`config.mk`:
```
export PLATFORM = sky130hd
export DESIGN_NAME = json_string_unescape
export DESIGN_NICKNAME = d
export VERILOG_FILES = /design/src/hw/rtl/jsu_pkg.sv /design/src/hw/rtl/json_string_unescape.sv /design/src/hw/rtl/jsu_front.sv /design/src/hw/rtl/jsu_cmd_queue.sv /design/src/hw/rtl/jsu_back.sv
export VERILOG_INCLUDE_DIRS = /design/src /design/src/hw/rtl
export SDC_FILE = /design/constraint.sdc
export NUM_CORES = 1
export LEC_CHECK = 0
export BUFFER_PORTS_ARGS = -buffer_cell sky130_fd_sc_hd__buf_2
export CORE_MARGIN = 2
export CORE_UTILIZATION = 56
export CTS_CLUSTER_DIAMETER = 40
export CTS_CLUSTER_SIZE = 25
export DETAILED_ROUTE_END_ITERATION = 6
export PLACE_DENSITY_LB_ADDON = 0.05
export SYNTH_ARGS = -nofsm -noshare
export SYNTH_HDL_FRONTEND = slang
export SYNTH_HIERARCHICAL = 1
export SYNTH_SLANG_ARGS = --single-unit
```
`constraint.sdc`:
```
create_clock -name clk -period 3.1 [get_ports clk]
set_input_delay 0.31 -clock clk [delete_from_list [all_inputs] [get_ports clk]]
set_output_delay 0.31 -clock clk [all_outputs]
set_load 0.02 [all_outputs]
```
`src/hw/rtl/json_string_unescape_defines.svh`:
```
// Assertion macros shared by the JSON string unescaper modules.
`ifndef JSON_STRING_UNESCAPE_DEFINES_SVH
`define JSON_STRING_UNESCAPE_DEFINES_SVH

// Same-cycle implication, checked out of reset.
`define JSU_ASSERT_IMPL(label, clk, rst_n, ante, cons, msg) \
    label: assert property (@(posedge clk) disable iff (!rst_n) (ante) |-> (cons)) \
        else $error(msg);

// Next-cycle implication, checked out of reset.
`define JSU_ASSERT_NEXT(label, clk, rst_n, ante, cons, msg) \
    label: assert property (@(posedge clk) disable iff (!rst_n) (ante) |=> (cons)) \
        else $error(msg);

`endif

```
`src/hw/rtl/jsu_pkg.sv`:
```
// Types, constants and helpers for the JSON string unescaper.
package jsu_pkg;

    typedef enum logic [1:0] {
        PH_IDLE = 2'd0,
        PH_BODY = 2'd1,
        PH_ESC  = 2'd2,
        PH_HEX  = 2'd3
    } phase_t;

    typedef enum logic [2:0] {
        KIND_DATA   = 3'd0,
        KIND_CLOSED = 3'd1,
        KIND_BADESC = 3'd2,
        KIND_UNTERM = 3'd3,
        KIND_NOOPEN = 3'd4
    } kind_t;

    localparam logic [7:0] CH_END    = 8'h00;
    localparam logic [7:0] CH_QUOTE  = 8'h22;
    localparam logic [7:0] CH_BSLASH = 8'h5C;
    localparam logic [7:0] CH_SLASH  = 8'h2F;
    localparam logic [7:0] CH_N      = 8'h6E;
    localparam logic [7:0] CH_R      = 8'h72;
    localparam logic [7:0] CH_T      = 8'h74;
    localparam logic [7:0] CH_B      = 8'h62;
    localparam logic [7:0] CH_F      = 8'h66;
    localparam logic [7:0] CH_U      = 8'h75;
    localparam logic [7:0] CH_LF     = 8'h0A;
    localparam logic [7:0] CH_CR     = 8'h0D;
    localparam logic [7:0] CH_TAB    = 8'h09;
    localparam logic [7:0] CH_BS     = 8'h08;
    localparam logic [7:0] CH_FF     = 8'h0C;

    localparam logic [7:0]  UTF8_LEAD2 = 8'hC0;
    localparam logic [7:0]  UTF8_LEAD3 = 8'hE0;
    localparam logic [7:0]  UTF8_CONT  = 8'h80;
    localparam logic [7:0]  UTF8_MASK6 = 8'h3F;
    localparam logic [15:0] UTF8_LIM1  = 16'h0080;
    localparam logic [15:0] UTF8_LIM2  = 16'h0800;

    localparam int QDEPTH  = 4;
    localparam int QPTR_W  = $clog2(QDEPTH);
    localparam int QCNT_W  = $clog2(QDEPTH + 1);
    localparam int MAX_RES = 3;

    // One queue entry: all results caused by one input item.
    typedef struct packed {
        logic [1:0] cnt;     // number of results, 1 to 3
        kind_t      kind;
        logic [7:0] b0;
        logic [7:0] b1;
        logic [7:0] b2;
    } cmd_t;

    // {valid, value} of an ASCII hex digit
    function automatic logic [4:0] hex_decode(input logic [7:0] c);
        logic [4:0] r;
        r = 5'd0;
        if (c inside {[8'h30:8'h39]}) begin
            r = {1'b1, 4'(c - 8'h30)};
        end else if (c inside {[8'h61:8'h66]}) begin
            r = {1'b1, 4'(c - 8'h57)};
        end else if (c inside {[8'h41:8'h46]}) begin
            r = {1'b1, 4'(c - 8'h37)};
        end
        return r;
    endfunction

endpackage

```
`src/hw/rtl/json_string_unescape.sv`:
```
// Top level of the JSON string unescaper.
//
//   Channel  | Handshake        | Payload
//   ---------+------------------+-------------------------------
//   input    | push / full      | in_byte
//   result   | pop / empty      | out_byte, kind, last_of_item
//
// One text byte can be taken every cycle unless the queue is full; the
// front end decides its 0 to 3 results in the cycle it is accepted and
// queues them as one command. The back end emits one result per cycle
// while pop is high, so a \u escape giving three bytes holds the output
// while the 4-entry queue absorbs input.
// Reset (rst_n low) empties queue and output stage and returns to idle.
// full follows the queue only; empty follows the output register only.
module json_string_unescape
    import jsu_pkg::*;
(
    input  logic       clk,
    input  logic       rst_n,
    input  logic       push,
    output logic       full,
    input  logic [7:0] in_byte,
    output logic       empty,
    input  logic       pop,
    output logic [7:0] out_byte,
    output logic [2:0] kind,
    output logic       last_of_item
);

    logic q_full, q_push, q_empty, q_pop;
    cmd_t q_cmd, q_head;

    jsu_front u_front (
        .clk     (clk),
        .rst_n   (rst_n),
        .push    (push),
        .full    (full),
        .in_byte (in_byte),
        .q_full  (q_full),
        .q_push  (q_push),
        .q_cmd   (q_cmd)
    );

    jsu_cmd_queue u_queue (
        .clk   (clk),
        .rst_n (rst_n),
        .push  (q_push),
        .din   (q_cmd),
        .full  (q_full),
        .pop   (q_pop),
        .dout  (q_head),
        .empty (q_empty)
    );

    jsu_back u_back (
        .clk          (clk),
        .rst_n        (rst_n),
        .q_empty      (q_empty),
        .q_head       (q_head),
        .q_pop        (q_pop),
        .empty        (empty),
        .pop          (pop),
        .out_byte     (out_byte),
        .kind         (kind),
        .last_of_item (last_of_item)
    );

endmodule

```
`src/hw/rtl/jsu_front.sv`:
```
// Front end: takes text bytes, tracks string state, builds result commands.
`include "json_string_unescape_defines.svh"

module jsu_front
    import jsu_pkg::*;
(
    input  logic       clk,
    input  logic       rst_n,
    input  logic       push,
    output logic       full,
    input  logic [7:0] in_byte,
    input  logic       q_full,
    output logic       q_push,
    output cmd_t       q_cmd
);

    phase_t      phase_reg, phase_next;
    logic [1:0]  hex_cnt_reg, hex_cnt_next;
    logic [11:0] cp_reg, cp_next;

    logic        accept;
    logic [4:0]  hex;
    logic [15:0] cp_full;

    assign full    = q_full;
    assign accept  = push && !q_full;
    assign hex     = hex_decode(in_byte);
    assign cp_full = {cp_reg, hex[3:0]};

    always_ff @(posedge clk or negedge rst_n)
    begin
        if (!rst_n)
        begin
            phase_reg   <= PH_IDLE;
            hex_cnt_reg <= 2'd0;
            cp_reg      <= 12'd0;
        end
        else
        begin
            phase_reg   <= phase_next;
            hex_cnt_reg <= hex_cnt_next;
            cp_reg      <= cp_next;
        end
    end

    always_comb
    begin
        phase_next   = phase_reg;
        hex_cnt_next = hex_cnt_reg;
        cp_next      = cp_reg;
        q_push       = 1'b0;
        q_cmd        = '{cnt: 2'd1, kind: KIND_DATA, b0: 8'd0, b1: 8'd0, b2: 8'd0};
        if (accept)
        begin
            case (phase_reg)
                PH_IDLE:
                begin
                    if (in_byte == CH_QUOTE)
                        phase_next = PH_BODY;
                    else
                    begin
                        q_push     = 1'b1;
                        q_cmd.kind = KIND_NOOPEN;
                    end
                end
                PH_BODY:
                begin
                    if (in_byte == CH_QUOTE)
                    begin
                        q_push     = 1'b1;
                        q_cmd.kind = KIND_CLOSED;
                        phase_next = PH_IDLE;
                    end
                    else if (in_byte == CH_BSLASH)
                        phase_next = PH_ESC;
                    else if (in_byte == CH_END)
                    begin
                        q_push     = 1'b1;
                        q_cmd.kind = KIND_UNTERM;
                        phase_next = PH_IDLE;
                    end
                    else
                    begin
                        q_push   = 1'b1;
                        q_cmd.b0 = in_byte;
                    end
                end
                PH_ESC:
                begin
                    phase_next = PH_BODY;
                    q_push     = 1'b1;
                    case (in_byte)
                        CH_N:      q_cmd.b0 = CH_LF;
                        CH_R:      q_cmd.b0 = CH_CR;
                        CH_T:      q_cmd.b0 = CH_TAB;
                        CH_B:      q_cmd.b0 = CH_BS;
                        CH_F:      q_cmd.b0 = CH_FF;
                        CH_QUOTE,
                        CH_BSLASH,
                        CH_SLASH:  q_cmd.b0 = in_byte;
                        CH_U:
                        begin
                            q_push       = 1'b0;
                            phase_next   = PH_HEX;
                            hex_cnt_next = 2'd0;
                            cp_next      = 12'd0;
                        end
                        default:
                        begin
                            q_cmd.kind = KIND_BADESC;
                            phase_next = PH_IDLE;
                        end
                    endcase
                end
                PH_HEX:
                begin
                    if (!hex[4])
                    begin
                        q_push       = 1'b1;
                        q_cmd.kind   = KIND_BADESC;
                        phase_next   = PH_IDLE;
                        hex_cnt_next = 2'd0;
                        cp_next      = 12'd0;
                    end
                    else if (hex_cnt_reg == 2'd3)
                    begin
                        q_push       = 1'b1;
                        phase_next   = PH_BODY;
                        hex_cnt_next = 2'd0;
                        cp_next      = 12'd0;
                        if (cp_full < UTF8_LIM1)
                            q_cmd.b0 = cp_full[7:0];
                        else if (cp_full < UTF8_LIM2)
                        begin
                            q_cmd.cnt = 2'd2;
                            q_cmd.b0  = UTF8_LEAD2 | {3'd0, cp_full[10:6]};
                            q_cmd.b1  = UTF8_CONT | (cp_full[7:0] & UTF8_MASK6);
                        end
                        else
                        begin
                            q_cmd.cnt = 2'd3;
                            q_cmd.b0  = UTF8_LEAD3 | {4'd0, cp_full[15:12]};
                            q_cmd.b1  = UTF8_CONT | (cp_full[13:6] & UTF8_MASK6);
                            q_cmd.b2  = UTF8_CONT | (cp_full[7:0] & UTF8_MASK6);
                        end
                    end
                    else
                    begin
                        hex_cnt_next = hex_cnt_reg + 2'd1;
                        cp_next      = cp_full[11:0];
                    end
                end
                default:
                begin
                    phase_next = PH_IDLE;
                end
            endcase
        end
    end

    `JSU_ASSERT_IMPL(a_idle_clear, clk, rst_n, phase_reg == PH_IDLE,
        hex_cnt_reg == 2'd0 && cp_reg == 12'd0, "hex state not cleared while idle")
    `JSU_ASSERT_IMPL(a_hex_only, clk, rst_n, hex_cnt_reg != 2'd0,
        phase_reg == PH_HEX, "hex digit count outside a unicode escape")

endmodule

```
`src/hw/rtl/jsu_cmd_queue.sv`:
```
// Short command queue between the front end and the result emitter.
module jsu_cmd_queue
    import jsu_pkg::*;
(
    input  logic clk,
    input  logic rst_n,
    input  logic push,
    input  cmd_t din,
    output logic full,
    input  logic pop,
    output cmd_t dout,
    output logic empty
);

    cmd_t              mem [QDEPTH];
    logic [QPTR_W-1:0] wr_ptr_reg, wr_ptr_next;
    logic [QPTR_W-1:0] rd_ptr_reg, rd_ptr_next;
    logic [QCNT_W-1:0] count_reg, count_next;
    logic              do_push, do_pop;

    assign full    = (count_reg == QCNT_W'(QDEPTH));
    assign empty   = (count_reg == '0);
    assign do_push = push && !full;
    assign do_pop  = pop && !empty;
    assign dout    = mem[rd_ptr_reg];

    always_comb
    begin
        wr_ptr_next = do_push ? wr_ptr_reg + QPTR_W'(1) : wr_ptr_reg;
        rd_ptr_next = do_pop ? rd_ptr_reg + QPTR_W'(1) : rd_ptr_reg;
        count_next  = count_reg;
        if (do_push && !do_pop)
            count_next = count_reg + QCNT_W'(1);
        else if (do_pop && !do_push)
            count_next = count_reg - QCNT_W'(1);
    end

    always_ff @(posedge clk)
    begin
        if (do_push)
            mem[wr_ptr_reg] <= din;
    end

    always_ff @(posedge clk or negedge rst_n)
    begin
        if (!rst_n)
        begin
            wr_ptr_reg <= '0;
            rd_ptr_reg <= '0;
            count_reg  <= '0;
        end
        else
        begin
            wr_ptr_reg <= wr_ptr_next;
            rd_ptr_reg <= rd_ptr_next;
            count_reg  <= count_next;
        end
    end

endmodule

```
`src/hw/rtl/jsu_back.sv`:
```
// Back end: expands queued commands into single result items.
`include "json_string_unescape_defines.svh"

module jsu_back
    import jsu_pkg::*;
(
    input  logic       clk,
    input  logic       rst_n,
    input  logic       q_empty,
    input  cmd_t       q_head,
    output logic       q_pop,
    output logic       empty,
    input  logic       pop,
    output logic [7:0] out_byte,
    output logic [2:0] kind,
    output logic       last_of_item
);

    logic       out_valid_reg, out_valid_next;
    logic [7:0] byte_reg, byte_next;
    kind_t      kind_reg, kind_next;
    logic       last_reg, last_next;
    logic [1:0] idx_reg, idx_next;

    logic       taken, load, is_last;
    logic [7:0] sel_byte;

    assign empty        = !out_valid_reg;
    assign out_byte     = byte_reg;
    assign kind         = kind_reg;
    assign last_of_item = last_reg;

    assign taken   = pop && out_valid_reg;
    assign load    = !q_empty && (!out_valid_reg || taken);
    assign is_last = (idx_reg == q_head.cnt - 2'd1);
    assign q_pop   = load && is_last;

    always_comb
    begin
        case (idx_reg)
            2'd0:    sel_byte = q_head.b0;
            2'd1:    sel_byte = q_head.b1;
            2'd2:    sel_byte = q_head.b2;
            default: sel_byte = 8'd0;
        endcase
    end

    always_comb
    begin
        out_valid_next = out_valid_reg;
        byte_next      = byte_reg;
        kind_next      = kind_reg;
        last_next      = last_reg;
        idx_next       = idx_reg;
        if (load)
        begin
            out_valid_next = 1'b1;
            byte_next      = sel_byte;
            kind_next      = q_head.kind;
            last_next      = is_last;
            idx_next       = is_last ? 2'd0 : idx_reg + 2'd1;
        end
        else if (taken)
            out_valid_next = 1'b0;
    end

    always_ff @(posedge clk or negedge rst_n)
    begin
        if (!rst_n)
        begin
            out_valid_reg <= 1'b0;
            idx_reg       <= 2'd0;
        end
        else
        begin
            out_valid_reg <= out_valid_next;
            idx_reg       <= idx_next;
        end
    end

    always_ff @(posedge clk)
    begin
        byte_reg <= byte_next;
        kind_reg <= kind_next;
        last_reg <= last_next;
    end

    `JSU_ASSERT_IMPL(a_ctrl_zero, clk, rst_n, out_valid_reg && kind_reg != KIND_DATA,
        byte_reg == 8'd0 && last_reg, "control item must be a lone zero byte")
    `JSU_ASSERT_IMPL(a_idx_held, clk, rst_n, idx_reg != 2'd0,
        !q_empty && idx_reg < q_head.cnt, "partial command lost from queue head")
    `JSU_ASSERT_NEXT(a_split_tail, clk, rst_n, load && !is_last,
        out_valid_reg && !last_reg, "multi-byte command emitted out of order")

endmodule

```
==> results.toml, run 1 <==
[floorplanning]
row_count = 41
die_area_sq_um = 13500
core_area_sq_um = 12500
die_height_um = 116
die_w_um = 116
initial_core_util_pct = 56.7
ios = 26

[setup_path]
crit_path_end_kind = "flop"
r2r_cells = 9
r2r_start = "u_queue/rd_ptr_reg[0]$_DFFE_PN0P_"
path_class = "flop to flop"
r2r-end = "u_queue/count_reg[1]$_DFFE_PN0P_"
cp.arrival_ns = 3.26
reg2reg_slack_ns = 0.14
setup.worst_path.start = "u_queue/rd_ptr_reg[0]$_DFFE_PN0P_"
critPathRequiredTime_ns = 3.40
cp_max_fo = 7
worstSetupStartpointType = "flop"

[timing]
max_freq_mhz = 337
grt_setup_unrepaired = "false"
min_period_ns = 2.96
worstMarginPinSlew_ns = 1.11
fin_hold_ws_ns = 0.103
finClkSkew_ns = 0.00945
finalSetupTns_ns = 0
finalHoldViolCount = 0
setup_violations = 0
max-slew-margin-rel_pct = 25.6
fin_crit_sh_pct = 95.6
slew_viol_final = 0

[outcome]
outcome = "finished clean"

[clocking]
cts.path.max_buffers = 2
cts_tree = "yes"
numClockSinks = 154
clkTransAtPathRegs_ns = 0.06
cts_buffers = 17
htreeDepth = 4
clk_latency_ns = 0.42
cts_setup_buffers = 0
clock_tree.root_cell = "clkbuf_16"
cts_resized = 0

[pwr]
p_int_mw = 4.86
power_switching_mw = 2.08
power_mw = 6.95
vdd_drop_max_v = 0.000733
p_sw_share_pct = 30.0
seq_power_share_pct = 42.6
combPwrFrac_pct = 28.8
clkPwrFrac_pct = 28.6
power_density_nw_per_um2 = 855
power_leakage_nw = 3.00

[detailed_routing]
vias = 4275
drt-total-wl_um = 15000
drtPass1Iterations = 5
ant_nets = 0
drc_errors = 0
initialDrtViolationCount = 378
wl_per_cell_um = 21.4
viasPerCell = 6.11

[logic_synthesis]
ys_seq_elements = 154
yosysWarnings = 6
syn_area_sq_um = 7070
synth_edf_count = 128
ys_seq_area_share_pct = 63.5
ys.flop_type = "edfxtp_1"
synth_cells = 466
yosys.cell_types.count = 67
avgSynthCellArea_sq_um = 15.2
synthArstFlopShare_pct = 16.9

[final_layout]
largest_reg_flops = 116
diodes = 0
drive_gt1_share_pct = 22.3
area_growth_pct = 14.9
layout_common_cells = "128 x edfxtp_1, 41 x nor2_1, 25 x buf_2, 25 x dfrtp_1, 25 x buf_4"
num-fill-cells = 941
final_common_cell = "edfxtp_1"
fin_nets = 543

[global_route]
grt_max_degree = 30
grt_pass1_vias = 4177
grt_overflow = 0
grt.total_usage_pct = 23.9
antenna_found_initial = 0
grt_pass1_wl_um = 23300

[min_path]
hold_path.class = "input pin to flop"
min_delay_worst_endpoint = "u_back/out_valid_reg$_DFFE_PN0P_"
min_from = "pop"
holdPathStages = 2

[placement]
dpl.hpwl_um = 10200
portBuffers = 25
gp_congestion = 0.896

[run]
drv_cap = 0
worst max-delay path, cell delays in order (launching register included):
cell     delay, ns
dfrtp_2       0.46
mux4_1        0.59
xor2_1        0.26
mux2i_1       0.26
and2_2        0.19
nand2_1       0.12
ha_1          0.24
inv_1         0.07
fa_1          0.39
mux2_2        0.26
final cells by class:
type / instances / area (sq um) / area share (%)
sequential: 154 / 4500 / 55.3
multi-input combinational: 272 / 2380 / 29.3
clock buffer: 18 / 429 / 5.28
timing repair buffer: 55 / 403 / 4.96
tap: 172 / 215 / 2.65
clock inverter: 14 / 145 / 1.79
inverter: 15 / 56.3 / 0.693
power by group through the flow:
stage | combinational (mW) | sequential (mW) | clock (mW)
after floorplan | 1.32 | 3.07 | 0
after global placement | 1.99 | 2.99 | 0
after detailed placement | 2.01 | 3.01 | 0
after CTS | 2.02 | 2.97 | 2.02
after global routing | 2.15 | 3.01 | 2.11
final | 2.00 | 2.96 | 1.99
stage by stage:
| stage | area [sq um] | worst slack (ns) | utilization (%) | std cells |
|---|---|---|---|---|
| 2_1_floorplan | 7080 | 0.132 | - | 467 |
| 3_3_place_gp | 7540 | 0.0378 | 60.5 | 667 |
| 3_5_place_dp | 7540 | 0.0118 | 60.5 | 667 |
| 4_1_cts | 8120 | 0.129 | 65.2 | 700 |
| 5_1_grt | 8120 | 0.00523 | 65.2 | 700 |
| 6_report | 8120 | 0.135 | 65.2 | 700 |
timing repair:
item                                    4_1_cts  5_1_grt
hold endpoints to repair                     26        0
endpoints found under the setup margin        0        0
hold buffers                                  1        0
cell usage after synthesis, types with 3 or more instances:
master / number / area [sq um]
edfxtp_1: 128 / 3840
nor2_1: 42 / 158
dfrtp_1: 26 / 651
nand2_1: 18 / 67.6
mux4_2: 17 / 383
ha_1: 15 / 188
inv_1: 15 / 56.3
clkbuf_1: 14 / 52.6
a21oi_1: 13 / 65.1
mux4_1: 12 / 315
o21ai_0: 12 / 60.1
a22o_1: 11 / 96.3
nor2b_1: 10 / 62.6
nand3_1: 9 / 45.0
a222oi_1: 8 / 80.1
and3_1: 7 / 43.8
nand2b_1: 7 / 43.8
o211ai_1: 7 / 52.6
a22oi_1: 6 / 45.0
and2_1: 6 / 37.5
buf_4: 5 / 37.5
xnor2_1: 5 / 43.8
buf_6: 4 / 45.0
nor3_1: 4 / 20.0
nor4_1: 4 / 25.0
mux2_2: 3 / 33.8
nand4_1: 3 / 18.8
nor4b_1: 3 / 26.3
o31ai_1: 3 / 22.5
xor2_1: 3 / 26.3
cells by family (layout without fill, tap and decap cells):
family | after synthesis | after routing | synth area share, %
muxes | 34 | 34 | 10.7
other | 1 | 2 | 0.0530
DFF | 154 | 154 | 63.5
buffers and inverters | 41 | 102 | 2.90
xor gates and xnor gates | 8 | 8 | 0.991
AOI/OAI and AO/OA | 83 | 83 | 8.92
adders and majority gates | 16 | 16 | 2.94
and+or+nand+nor | 129 | 129 | 9.96
layer usage:
metal	up-vias	track usage, %	part of all wire (%)	routed length [um]
li1	1933	-	-	-
met1	2187	32.7	44	6630
met2	136	38.1	49	7310
met3	19	5.09	4.7	704
met4	0	9.37	2.4	359
met5	-	0	0	0
worst max path at each step:
stage	endpoint	slack (ns)	cells after the start
final	u_queue/count_reg[1]$_DFFE_PN0P_	0.14	9
after global routing	u_queue/count_reg[1]$_DFFE_PN0P_	0.005	9
after CTS	u_queue/count_reg[1]$_DFFE_PN0P_	0.13	9
after detailed placement	u_queue/count_reg[2]$_DFFE_PN0P_	0.01	16
after global placement	u_queue/count_reg[2]$_DFFE_PN0P_	0.04	16
after floorplan	u_queue/mem[2][0]$_DFFE_PP_	0.13	10
Power figures use the tool's default switching activity.
==> run 2: changes to the inputs <==
- RECOVER_POWER: default -> 100
==> run 2 against run 1 <==
Compared with the run above:
- register-to-register slack about the same
- hold slack worse by 0.0027 ns
- worst setup slack better by 0.011 ns
- via count down 0.65%
- largest power group unchanged
- power down 1.8%
==> results.toml, run 2 (synthesis results as in run 1) <==
[outcome]
outcome = "finished clean"

[timing]
finalSetupTns_ns = 0
min_period_ns = 2.95
max_freq_mhz = 339
finClkSkew_ns = 0.00535
worstMarginPinSlew_ns = 1.44
max-slew-margin-rel_pct = 4.31
grt_setup_unrepaired = "false"
slew_viol_final = 0
finalHoldViolCount = 0
fin_crit_sh_pct = 95.3
setup_violations = 0
fin_hold_ws_ns = 0.100

[final_layout]
largest_reg_flops = 116
num-fill-cells = 967
final_common_cell = "edfxtp_1"
design_area_sq_um = 7990
area_growth_pct = 12.9
fin_nets = 543
layout_common_cells = "128 x edfxtp_1, 41 x nor2_1, 25 x dfrtp_1"
diodes = 0
drive_gt1_share_pct = 16.7

[floorplanning]
row_count = 41
core_area_sq_um = 12500
die_height_um = 116
initial_core_util_pct = 56.7
die_w_um = 116
ios = 26
die_area_sq_um = 13500

[global_route]
antenna_found_initial = 0
grt_pass1_vias = 4177
grt_max_degree = 30
grt.total_usage_pct = 23.9
grt_overflow = 0
grt_pass1_wl_um = 23300

[min_path]
hold_path.class = "input pin to flop"

[pwr]
power_density_nw_per_um2 = 854
vdd_drop_max_v = 0.000693
power_leakage_nw = 2.90
power_mw = 6.82

[setup_path]
worstSetupStartpointType = "flop"
cp_max_fo = 7
max_stage_delay_ns = 0.59
crit_path_end_kind = "flop"
critPathRequiredTime_ns = 3.40
critical-path-slowest-cell = "mux4_1"
reg2reg_slack_ns = 0.15
path_class = "flop to flop"
worstPathCellList = "mux4_1 -> xor2_1 -> mux2i_1 -> and2_2 -> nand2_1 -> ha_1 -> inv_1 -> fa_1 -> mux2_2"
cp.arrival_ns = 3.25

[placement]
dpl.hpwl_um = 10200
gp_congestion = 0.896
portBuffers = 25
placed_area_sq_um = 7540

[clocking]
hold_buffers = 1
cts.path.max_buffers = 2
cts_buffers = 17
cts_setup_buffers = 0
htreeDepth = 4
clk_latency_ns = 0.41
cts_tree = "yes"
numClockSinks = 154
clock_tree.root_cell = "clkbuf_16"
cts_resized = 0
clkTransAtPathRegs_ns = 0.06

[run]
drv_cap = 0

[detailed_routing]
drtPass1Iterations = 5
wl_per_cell_um = 21.4
vias = 4247
viasPerCell = 6.07
drt-total-wl_um = 15000
drc_errors = 0
initialDrtViolationCount = 366
ant_nets = 0
run 2: through the flow:
stage | util, % | std cells | setup WS (ns)
final | 64.1 | 700 | 0.146
after global routing | 64.1 | 700 | 0.0146
after CTS | 65.2 | 700 | 0.129
after detailed placement | 60.5 | 667 | 0.0118
after global placement | 60.5 | 667 | 0.0378
after floorplan | - | 467 | 0.132
run 2: path summary, 6_finish.rpt:
kind	from	to	cells past startpoint
hold / removal	pop	u_back/out_valid_reg$_DFFE_PN0P_	2
max in group asynchronous	rst_n	u_queue/rd_ptr_reg[0]$_DFFE_PN0P_	2
setup / recovery	u_queue/rd_ptr_reg[0]$_DFFE_PN0P_	u_queue/count_reg[1]$_DFFE_PN0P_	9
setup reg to reg	u_queue/rd_ptr_reg[0]$_DFFE_PN0P_	u_queue/count_reg[1]$_DFFE_PN0P_	9
hold reg to reg	u_queue/count_reg[2]$_DFFE_PN0P_	u_queue/count_reg[2]$_DFFE_PN0P_	1
min in group asynchronous	rst_n	u_back/idx_reg[1]$_DFFE_PN0P_	2
run 2: area by class of cell:
class	count	area [sq um]	share of cell area, %
clock buffer	18	429	5.37
clock inverter	14	145	1.82
timing repair buffer	55	314	3.93
sequential	154	4500	56.3
tap	172	215	2.69
multi-input combinational	272	2330	29.2
inverter	15	56.3	0.705
run 2: where the power goes:
part	leakage [nW]	internal (mW)	switching, mW	total [mW]
Sequential	1.53	2.80	0.162	2.96
Clock	0.271	1.19	0.799	1.99
Combinational	1.11	0.774	1.10	1.87
Total	2.90	4.76	2.06	6.82
run 2: layer usage:
metal | track usage [%] | share of wire (%) | vias to the layer above
li1 | - | - | 1931
met1 | 32.7 | 44 | 2159
met2 | 38.1 | 49 | 139
met3 | 5.09 | 4.8 | 18
met4 | 9.37 | 2.4 | 0
met5 | 0 | 0 | -
run 2: critical path, delay by kind of cell (launching register included):
kind | cells | cell delay [ns]
adder cells (fa/ha/maj) | 2 | 0.63
XOR/XNOR | 1 | 0.26
flip-flops | 1 | 0.46
AND/OR/NAND/NOR | 2 | 0.31
buffers and inverters | 1 | 0.07
multiplexers | 3 | 1.10
